--- config.mk ---
export PLATFORM = sky130hd
export DESIGN_NAME = sma_ctrl
export DESIGN_NICKNAME = d
export VERILOG_FILES = /design/src/rtl/sma_pkg.sv /design/src/rtl/sma_ctrl.sv
export SDC_FILE = /design/constraint.sdc
export NUM_CORES = 1
export LEC_CHECK = 0
export BUFFER_PORTS_ARGS = -buffer_cell sky130_fd_sc_hd__buf_4
export CORE_AREA = 2 2 39 41
export CTS_CLUSTER_DIAMETER = 150
export DETAILED_ROUTE_END_ITERATION = 12
export DIE_AREA = 0 0 41 43
export GPL_TIMING_DRIVEN = 1
export SYNTH_ARGS = -nofsm -noshare
export SYNTH_HDL_FRONTEND = slang
export SYNTH_SLANG_ARGS = --single-unit
--- constraint.sdc ---
create_clock -name clk -period 2.1 [get_ports clk]
set_input_delay 0.42 -clock clk [delete_from_list [all_inputs] [get_ports clk]]
set_output_delay 0.42 -clock clk [all_outputs]
set_load 0.03 [all_outputs]
--- src/rtl/sma_pkg.sv ---
// Package for the stack machine ALU: opcodes, error codes and default sizes.
// Used by the datapath, the controller and the top level; no dependencies.
package sma_pkg;
  localparam int STACK_DEPTH_DEF = 256;
  localparam int VAR_COUNT_DEF = 256;
  localparam logic [31:0] Q_ONE = 32'h0001_0000;
  localparam logic [31:0] Q_MAX = 32'h7FFF_FFFF;
  localparam logic [31:0] Q_MIN = 32'h8000_0000;

  typedef enum logic [4:0] {
    OP_PUSH = 5'd0, OP_LOAD = 5'd1, OP_STORE = 5'd2, OP_ADD = 5'd3, OP_SUB = 5'd4,
    OP_MUL = 5'd5, OP_DIV = 5'd6, OP_MOD = 5'd7, OP_NEG = 5'd8, OP_PLUS = 5'd9,
    OP_GT = 5'd10, OP_LT = 5'd11, OP_EQ = 5'd12, OP_GE = 5'd13, OP_LE = 5'd14,
    OP_NE = 5'd15, OP_AND = 5'd16, OP_OR = 5'd17, OP_NOT = 5'd18, OP_PRINT = 5'd19,
    OP_DISCARD = 5'd20
  } op_t;

  localparam logic [2:0] ERR_OK = 3'd0;
  localparam logic [2:0] ERR_OVF = 3'd1;
  localparam logic [2:0] ERR_UNF = 3'd2;
  localparam logic [2:0] ERR_DIV0 = 3'd3;
  localparam logic [2:0] ERR_UNDEF = 3'd4;

  // Commands from controller to datapath.
  typedef struct packed {
    logic load_ops;   // capture operands from the memory read ports
    logic div_start;  // start the iterative divider
    logic commit;     // write back the result
  } sma_cmd_t;

  // Status from datapath to controller.
  typedef struct packed {
    logic div_busy;
  } sma_sts_t;
endpackage

--- src/rtl/sma_ctrl.sv ---
// Controller: input and output handshake and sequencing of the datapath.
// Depends on sma_pkg.
module sma_ctrl (
  input  logic              clk,
  input  logic              rst_n,
  input  logic              in_valid,
  output logic              in_ready,
  output logic              out_valid,
  input  logic              out_ready,
  input  logic [4:0]        mode,
  output sma_pkg::sma_cmd_t cmd,
  input  sma_pkg::sma_sts_t sts
);
  typedef enum logic [2:0] {S_IDLE, S_READ, S_OPS, S_MUL, S_DIV, S_WAIT, S_DONE} state_t;
  state_t state_r;
  logic outv_r;
  logic slot_free;

  assign slot_free = !outv_r || out_ready;
  assign in_ready = (state_r == S_IDLE);
  assign out_valid = outv_r;

  always_comb begin
    cmd = '0;
    cmd.load_ops = (state_r == S_OPS);
    cmd.div_start = (state_r == S_MUL) &&
                    (mode == sma_pkg::OP_DIV || mode == sma_pkg::OP_MOD);
    cmd.commit = (state_r == S_DONE) && slot_free;
  end

  always_ff @(posedge clk) begin
    if (!rst_n) begin
      state_r <= S_IDLE;
      outv_r <= 1'b0;
    end else begin
      if (cmd.commit) outv_r <= 1'b1;
      else if (out_valid && out_ready) outv_r <= 1'b0;
      unique case (state_r)
        S_IDLE: if (in_valid && in_ready) state_r <= S_READ;
        S_READ: state_r <= S_OPS;
        S_OPS:  state_r <= S_MUL;
        S_MUL: begin
          if (mode == sma_pkg::OP_DIV || mode == sma_pkg::OP_MOD) state_r <= S_DIV;
          else state_r <= S_DONE;
        end
        S_DIV:  state_r <= S_WAIT;
        S_WAIT: if (!sts.div_busy) state_r <= S_DONE;
        S_DONE: if (cmd.commit) state_r <= S_IDLE;
        default: state_r <= S_IDLE;
      endcase
    end
  end
endmodule

==> out/metrics.cfg, run 1 <==
[yosys]
synth_compound_gate_area_share = 0.148
post_synth_mux_area_share = 0
ys_types = 15
yosys_warnings = 0
post_synth_fa_ha_maj_area_fraction = 0
syn_area_per_cell_um2 = 8.76
main_combinational_cell_family_by_area_after_synthesis = simple AND/OR/NAND/NOR gates
synthesis.nets = 36
post_synth_xor_area_fraction = 0
syn_inst = 26
yosys.area_share.simple = 0.451
seq_area_frac_synth = 0.352
ys_seq_elements = 4
synthesis.area_um2 = 228

[clock_network]
ctsRootBufferMaster = sky130_fd_sc_hd__clkbuf_4
clk_pin_slew_worst_paths_ns = 0.04
cts_inserted_buffers = 3
clk_path_buf_depth = 2
tritoncts = done
post-cts-setup-buffers = 0
ctsHtreeMaxLevel = 1
clock_sink_count = 4
cts_hold_bufs = 0
worst_skew_pair.late_latency_ns = 0.23
post_cts_resized = 0

[floorplanning]
initial_core_utilization = 0.165
die_width_um = 41
area_of_the_core_um2 = 1380
chipHeight_um = 43
dieArea_um2 = 1760
design.portCount = 15
core.rowCount = 14

[sta]
tightestPinTransition_ns = 0.328
final-setup-viol-count = 0
final_min_period_over_clock_period = 0.839
grt_setup_unrepaired = no
report.final.hold_viol_count = 0
final.min_clock_period_ns = 1.76
clock.fmax_mhz = 568
report.final.slew_viol_count = 0
finalSetupTns_ns = 0
timing.max_slew.rel_slack = 0.781
clock-skew-final_ns = 0.000582
fin_worst_hold_slack_ns = 0.411

[placement]
place.port_buffers = 13
post-dp-hpwl_um = 408
place_congestion = 0.694
dp_cells = 54
postPlaceCellArea_um2 = 334

[final_layout]
final_core_util = 0.258
layout.cells.most_common = sky130_fd_sc_hd__buf_4
antenna-diode-count = 0
design.final.nets = 53
layout-area-overhead-vs-synth_pct = 56.6
highest_count_cells_in_the_layout_ignoring_fill_and_taps = sky130_fd_sc_hd__buf_4 (13), sky130_fd_sc_hd__nor2_1 (4), sky130_fd_sc_hd__dfxtp_1 (4)
final_cell_area_um2 = 357
final_layout_size_suffix_gt1_frac = 0.439
final_cells = 57

[global_route]
global_route_usage_sum = 0.0702
grt_pass1_wl_um = 793
overflow_left_after_global_routing = 0
antenna_found_initial = 0
largest_net_degree_at_the_start_of_global_routing = 11
first_global_vias = 212

[run]
drv_cap = 0

[detailed_routing]
ant_nets = 0
drt-vias-per-instance = 4.16
drt_first_iter_violations = 3
drt-wirelength-per-cell_um = 9.37
drt_drc_violations_left = 0
wl_um = 534
tritonroute_pass_1_iters = 4
routed-via-count = 237

[critical_path]
crit_path_end_kind = output pin
cp_class = reg -> out
start_kind = register
crit_arrival_ns = 1.34
crit_fanout = 10
critPathRequiredTime_ns = 1.68

[pwr]
power.density_cell_area_nw_per_um2 = 670
power.leakage_nw = 0.147
peakVddDrop_mv = 0.265

[worst_hold_path]
hold_path_class = in -> reg

[status]
outcome = finished clean

## final timing paths
path / from / cells after the start / to / slack [ns]
setup reg to reg: state_r[0] / 3 / state_r[1] / 0.99
hold / removal: rst_n / 2 / out_valid / 0.41
setup / recovery: state_r[0] / 3 / cmd[1] / 0.34
hold reg to reg: state_r[1] / 2 / state_r[1] / 0.58
## per-stage QoR
stage	setup slack (ns)	power, W
finish	0.339	0.000239
global placement	0.595	0.000146
global route	0.236	0.000257
CTS	0.327	0.000245
detailed placement	0.556	0.000146
floorplan	0.417	0.000125
## flip-flops by register name (all words and copies together) (netlist names)
register / count
out_valid: 1
state_r: 3
## critical path: stages (launching register included)
cell and delay, ns:
sky130_fd_sc_hd__dfxtp_1 0.50, sky130_fd_sc_hd__nand2_1 0.14, sky130_fd_sc_hd__nor4_4 0.25, sky130_fd_sc_hd__buf_4 0.21
## synth_stat cells (all sizes together)
cell type  count  area (um2)
nor3b          2        20.0
o2111a         1        11.3
buf            1        11.3
nand2b         1        6.26
o21a           1        7.51
nor2           4        15.0
a21oi          2        10.0
dfxtp          4        80.1
nor3           3        15.0
nor4           1        21.3
nand3b         1        7.51
o21ai          1        5.00
nand2          3        11.3
nor2b          1        6.26
## layout make-up
cell class / instances / area, um2
clock buffer: 3 / 22.5
fill: 151 / 1030
multi-input combinational: 21 / 136
sequential: 4 / 80.1
tap: 16 / 20.0
timing repair buffer: 13 / 97.6
## report_power, final
group          internal [W]  switching [W]
registers         0.0000819      0.0000112
logic             0.0000259      0.0000259
clock network     0.0000638      0.0000303
## metal layers
metal,vias to the layer above,global-route usage,wire [um]
met5,-,0,0
met4,0,0,0
met3,0,0.0838,100
met2,16,0.100,214
met1,98,0.0705,219
li1,123,-,-
## logic make-up after synthesis
family | Yosys count
compound gates | 5
buf+inv | 1
flops | 4
simple gates | 16
Power figures use the tool's default switching activity.
==> inputs of run 2 (changes only) <==
==> constraint.sdc (replaced) <==
create_clock -name clk -period 1.45 [get_ports clk]
set_input_delay 0.29 -clock clk [delete_from_list [all_inputs] [get_ports clk]]
set_output_delay 0.29 -clock clk [all_outputs]
set_load 0.03 [all_outputs]
==> run 2 against run 1 <==
  * Sequential power increased by 40%
  * Die area unchanged
  * Non-clock buffer count rose by 2
  * Critical path depth unchanged
  * Utilization increased by 2.3 points
  * Clock skew is 0.0058 ns higher
  * Design area grew 8.8%
  * Critical endpoint unchanged
  * Largest cell class unchanged
==> out/metrics.cfg, run 2 (synthesized netlist as in run 1, its figures left out) <==
[floorplanning]
initial_core_utilization = 0.165  ; unchanged
dieArea_um2 = 1760  ; unchanged
chipHeight_um = 43  ; unchanged
die_width_um = 41  ; unchanged
core.rowCount = 14  ; unchanged
design.portCount = 15  ; unchanged
area_of_the_core_um2 = 1380  ; unchanged

[sta]
report.final.hold_viol_count = 0  ; unchanged
fin_worst_hold_slack_ns = 0.277  ; -0.134 ns
final_min_period_over_clock_period = 0.977
clock.fmax_mhz = 706
final.min_clock_period_ns = 1.42
timing.max_slew.rel_slack = 0.838  ; +0.0571
final-setup-viol-count = 0  ; unchanged
tightestPinTransition_ns = 0.241  ; -0.0871 ns
clock-skew-final_ns = 0.00639  ; +0.00581 ns
report.final.slew_viol_count = 0  ; unchanged
grt_setup_unrepaired = yes

[pwr]
sw_frac_of_total = 0.295  ; +0.0129
finalPower_w = 0.000360  ; +51%
seqPwrFrac = 0.362  ; -0.027
power.leakage_nw = 0.164  ; +12%
total_switching_power_w = 0.000106  ; +58%
power.clock.fraction = 0.393  ; about the same
power.internal_w = 0.000254  ; +48%
peakVddDrop_mv = 0.241  ; -8.7%
power.density_cell_area_nw_per_um2 = 929  ; +39%
power.combinational.fraction = 0.245  ; +0.028

[worst_hold_path]
hold_path_class = in -> reg
holdCritStartpoint = rst_n

[status]
outcome = finished clean

[detailed_routing]
drt-wirelength-per-cell_um = 9.81  ; +4.8%
routed-via-count = 248  ; +4.6%
drt-vias-per-instance = 4.20  ; +1.1%
ant_nets = 0  ; unchanged
drt_drc_violations_left = 0  ; unchanged
tritonroute_pass_1_iters = 2  ; -2
drt_first_iter_violations = 1  ; -2
wl_um = 579  ; +8.4%

[final_layout]
largest_register_ffs = 3  ; unchanged
register_with_the_highest_flop_count = state_r
final_layout_size_suffix_gt1_frac = 0.558  ; +0.119
layout-area-overhead-vs-synth_pct = 70.3
final_cell_area_um2 = 388  ; +8.8%
highest_count_cells_in_the_layout_ignoring_fill_and_taps = sky130_fd_sc_hd__buf_4 (14), sky130_fd_sc_hd__nor2_1 (4), sky130_fd_sc_hd__clkbuf_4 (3)
nFillCells = 154  ; +2.0%
antenna-diode-count = 0  ; unchanged
layout.cells.most_common = sky130_fd_sc_hd__buf_4
design.final.nets = 55  ; +3.8%

[run]
drv_cap = 0  ; unchanged

[critical_path]
crit_fanout = 7  ; -3
cp_class = reg -> out
critPathRequiredTime_ns = 1.16  ; -0.52 ns
regToRegSetupSlack_ns = 0.42  ; -0.57 ns
crit_path_end = cmd[1]
crit-reg2reg-capture = state_r[1]
ff2ff_path_depth = 4  ; +1
start_kind = register
crit_path_end_kind = output pin
worst_r2r_startpoint = state_r[1]
crit_arrival_ns = 1.13  ; -0.21 ns
timing.critical_path.from = state_r[1]

[global_route]
overflow_left_after_global_routing = 0  ; unchanged
global_route_usage_sum = 0.0843  ; +0.0141
grt_pass1_wl_um = 945  ; +19%
largest_net_degree_at_the_start_of_global_routing = 10  ; -1
first_global_vias = 230  ; +8.5%
antenna_found_initial = 0  ; unchanged

[clock_network]
clock_sink_count = 4  ; unchanged
cts_hold_bufs = 0  ; unchanged
ctsRootBufferMaster = sky130_fd_sc_hd__clkbuf_4
clk_pin_slew_worst_paths_ns = 0.04  ; about the same
clk_path_buf_depth = 2  ; unchanged
tritoncts = done
cts_inserted_buffers = 3  ; unchanged
ctsHtreeMaxLevel = 1  ; unchanged
worst_skew_pair.late_latency_ns = 0.24  ; about the same

[placement]
postPlaceCellArea_um2 = 347  ; +3.7%
place.port_buffers = 13  ; unchanged
post-dp-hpwl_um = 464  ; +14%
place_congestion = 0.717  ; +3.3%

run 2: power groups by stage:
stage | logic [W] | clock network, W | registers, W
floorplan | 0.0000533 | 0 | 0.000128
global placement | 0.0000871 | 0 | 0.000130
detailed placement | 0.0000882 | 0 | 0.000130
CTS | 0.0000885 | 0.000149 | 0.000130
global route | 0.0000956 | 0.000168 | 0.000132
finish | 0.0000882 | 0.000142 | 0.000130
run 2: how the worst min path moves through the flow:
stage	end	cells after the start
2_1_floorplan	out_valid	1
3_3_place_gp	out_valid	2
3_5_place_dp	out_valid	2
4_1_cts	out_valid	2
5_1_grt	out_valid	2
6_report	out_valid	2
run 2: worst max-delay path: stages, from the launching register on:
cell	delay (ns)
sky130_fd_sc_hd__dfxtp_4	0.37
sky130_fd_sc_hd__nand2_2	0.07
sky130_fd_sc_hd__nor4_4	0.29
sky130_fd_sc_hd__buf_6	0.17
run 2: layer usage:
layer,vias up,wire [um],GRT usage
met2,11,269,0.116
met5,-,0,0
met3,2,66,0.0314
met4,0,6,0.0800
li1,127,-,-
met1,108,237,0.0932
run 2: final cells by class:
cell class | count | area (um2) | area share
multi-input cells | 21 | 144 | 0.371
repair buffers | 15 | 116 | 0.300
flip-flops and latches | 4 | 85.1 | 0.219
clock buffers | 3 | 22.5 | 0.0581
well taps | 16 | 20.0 | 0.0516
run 2: what timing repair did:
action / 4_1_cts / 5_1_grt
pin swaps: 0 / 1
endpoints found under the hold margin: 0 / 0
buffers inserted: 0 / 1
setup endpoints to repair: 2 / 2
resized for setup: 3 / 2
run 2: per-stage QoR:
stage                     TNS, ns  utilization  std cells  setup slack (ns)
after floorplan                 0            -         26            0.0102
after global placement          0        0.250         55             0.187
after detailed placement        0        0.250         55             0.165
after CTS                       0        0.270         58           0.00811
after global routing      -0.0588        0.280         59           -0.0366
final                           0        0.280         59            0.0334
==> inputs of run 3 (changes only) <==
--- a/config.mk
+++ b/config.mk
@@ -11,6 +11,7 @@
 export DETAILED_ROUTE_END_ITERATION = 12
 export DIE_AREA = 0 0 41 43
 export GPL_TIMING_DRIVEN = 1
+export RECOVER_POWER = 100
 export SYNTH_ARGS = -nofsm -noshare
 export SYNTH_HDL_FRONTEND = slang
 export SYNTH_SLANG_ARGS = --single-unit
==> run 3 against run 2 <==
  * Total power down 1.0%
  * First-iteration DRC count unchanged
  * Largest cell class unchanged
  * Maximum frequency about the same
==> out/metrics.cfg, run 3 (synthesized netlist as in run 1, its figures left out) <==
[status]
outcome = finished clean

[clock_network]
ctsRootBufferMaster = sky130_fd_sc_hd__clkbuf_4
clk_path_buf_depth = 2  ; unchanged
cts_hold_bufs = 0  ; unchanged
ctsHtreeMaxLevel = 1  ; unchanged
clock_sink_count = 4  ; unchanged
worst_skew_pair.late_latency_ns = 0.24  ; about the same
clk_pin_slew_worst_paths_ns = 0.04  ; about the same
cts_inserted_buffers = 3  ; unchanged
tritoncts = done

[sta]
report.final.hold_viol_count = 0  ; unchanged
final-setup-viol-count = 0  ; unchanged
grt_setup_unrepaired = yes
final_min_period_over_clock_period = 0.977  ; about the same
finalSetupTns_ns = 0  ; unchanged
timing.max_slew.rel_slack = 0.759  ; -0.0796
setup_ws_ns = 0.0330  ; -0.000323 ns
final.min_clock_period_ns = 1.42  ; +0.000323 ns
tightestPinTransition_ns = 0.363  ; +0.123 ns
report.final.slew_viol_count = 0  ; unchanged
clock-skew-final_ns = 0.00705  ; +0.000653 ns
fin_worst_hold_slack_ns = 0.277  ; -0.000189 ns
clock.fmax_mhz = 706  ; about the same

[detailed_routing]
wl_um = 597  ; +3.1%
drt-vias-per-instance = 4.24  ; +0.81%
drt_drc_violations_left = 0  ; unchanged
routed-via-count = 250  ; +0.81%
drt-wirelength-per-cell_um = 10.1  ; +3.1%
tritonroute_pass_1_iters = 4  ; +2
ant_nets = 0  ; unchanged
drt_first_iter_violations = 1  ; unchanged

[global_route]
global_route_usage_sum = 0.0843  ; unchanged
grt_pass1_wl_um = 945  ; unchanged
first_global_vias = 230  ; unchanged
largest_net_degree_at_the_start_of_global_routing = 10  ; unchanged
overflow_left_after_global_routing = 0  ; unchanged
antenna_found_initial = 0  ; unchanged

[placement]
place_congestion = 0.717  ; unchanged
pre_cts_slack_ns = 0.165  ; unchanged
place.port_buffers = 13  ; unchanged
postPlaceCellArea_um2 = 347  ; unchanged
post-dp-hpwl_um = 464  ; unchanged
dp_cells = 55  ; unchanged

[pwr]
power.internal_w = 0.000251  ; -1.4%
power.leakage_nw = 0.157  ; -4.2%
peakVddDrop_mv = 0.237  ; -1.7%
power.density_cell_area_nw_per_um2 = 947  ; +1.9%
power.clock.fraction = 0.399  ; +0.006
total_switching_power_w = 0.000106  ; -0.20%
power.combinational.fraction = 0.235  ; -0.010
sw_frac_of_total = 0.297  ; +0.00250
seqPwrFrac = 0.366  ; +0.004

[worst_hold_path]
hold_path_class = in -> reg
holdCritStartpoint = rst_n
worstHoldPathCells = 2  ; unchanged
whs_endpoint = out_valid

[final_layout]
layout.cells.most_common = sky130_fd_sc_hd__buf_4
register_with_the_highest_flop_count = state_r
antenna-diode-count = 0  ; unchanged
nFillCells = 158  ; +2.6%
final_layout_size_suffix_gt1_frac = 0.512  ; -0.0465
layout-area-overhead-vs-synth_pct = 65.4
highest_count_cells_in_the_layout_ignoring_fill_and_taps = sky130_fd_sc_hd__buf_4 (12), sky130_fd_sc_hd__nor2_1 (4), sky130_fd_sc_hd__clkbuf_4 (3)
seqCellArea_um2 = 85.1  ; unchanged
largest_register_ffs = 3  ; unchanged
multiInputGateArea_um2 = 139  ; -3.5%
final_cells = 59  ; unchanged
final_cell_area_um2 = 377  ; -2.9%
design.final.nets = 55  ; unchanged

[critical_path]
ff2ff_path_depth = 4  ; unchanged
critPathRequiredTime_ns = 1.16  ; about the same
start_kind = register
cp_class = reg -> out
crit_fanout = 7  ; unchanged
crit_path_end_kind = output pin
crit_arrival_ns = 1.13  ; about the same
worst_r2r_startpoint = state_r[0]
regToRegSetupSlack_ns = 0.35  ; -0.07 ns
crit-reg2reg-capture = state_r[1]

[floorplanning]
chipHeight_um = 43  ; unchanged
initial_core_utilization = 0.165  ; unchanged
core.rowCount = 14  ; unchanged
dieArea_um2 = 1760  ; unchanged
design.portCount = 15  ; unchanged
area_of_the_core_um2 = 1380  ; unchanged
die_width_um = 41  ; unchanged

[run]
drv_cap = 0  ; unchanged

run 3: cell types whose count changed in the layout (fill, tap and decap cells not counted):
cell / change
sky130_fd_sc_hd__buf_4: -2
sky130_fd_sc_hd__clkbuf_1: +1
sky130_fd_sc_hd__clkbuf_2: +1
sky130_fd_sc_hd__nor3b_1: +1
sky130_fd_sc_hd__nor3b_2: -1
sky130_fd_sc_hd__o21ai_0: +1
sky130_fd_sc_hd__o21ai_1: -1
run 3: final cells by class:
cell class	count	share of cell area
repair buffers	15	0.292
multi-input cells	21	0.369
well taps	16	0.0532
flip-flops and latches	4	0.226
clock buffers	3	0.0598
run 3: worst max-delay path, cell delays in order (launching register included):
cell	delay (ns)
sky130_fd_sc_hd__dfxtp_4	0.37
sky130_fd_sc_hd__nand2_2	0.07
sky130_fd_sc_hd__nor4_4	0.29
sky130_fd_sc_hd__buf_6	0.17
run 3: per-layer routing:
| layer | global-route usage | wire (um) |
|---|---|---|
| met4 | 0.0800 | 6 |
| met1 | 0.0932 | 252 |
| met3 | 0.0314 | 66 |
| met5 | 0 | 0 |
| met2 | 0.116 | 272 |
run 3: worst max path at each step:
stage	slack [ns]	to	startpoint	cells after the start
3_3_place_gp	0.19	cmd[1]	state_r[1]	3
6_report	0.03	cmd[1]	state_r[1]	3
2_1_floorplan	0.01	cmd[2]	state_r[0]	2
3_5_place_dp	0.17	cmd[1]	state_r[1]	3
5_1_grt	-0.04	cmd[1]	state_r[1]	3
4_1_cts	0.008	cmd[1]	state_r[1]	3
run 3: through the flow:
stage / total power, W / utilization
2_1_floorplan: 0.000181 / -
3_3_place_gp: 0.000217 / 0.250
3_5_place_dp: 0.000219 / 0.250
4_1_cts: 0.000367 / 0.270
5_1_grt: 0.000391 / 0.272
6_report: 0.000357 / 0.272
run 3: power by group through the flow:
stage	registers [W]	logic [W]	clock network, W
6_report	0.000130	0.0000839	0.000142
5_1_grt	0.000132	0.0000911	0.000168
4_1_cts	0.000130	0.0000885	0.000149
3_5_place_dp	0.000130	0.0000882	0
3_3_place_gp	0.000130	0.0000871	0
2_1_floorplan	0.000128	0.0000533	0
run 3: what timing repair did:
item,CTS,global route
gates resized for setup,3,2
setup endpoints to repair,2,2
pin swaps,0,1
buffers inserted,0,1
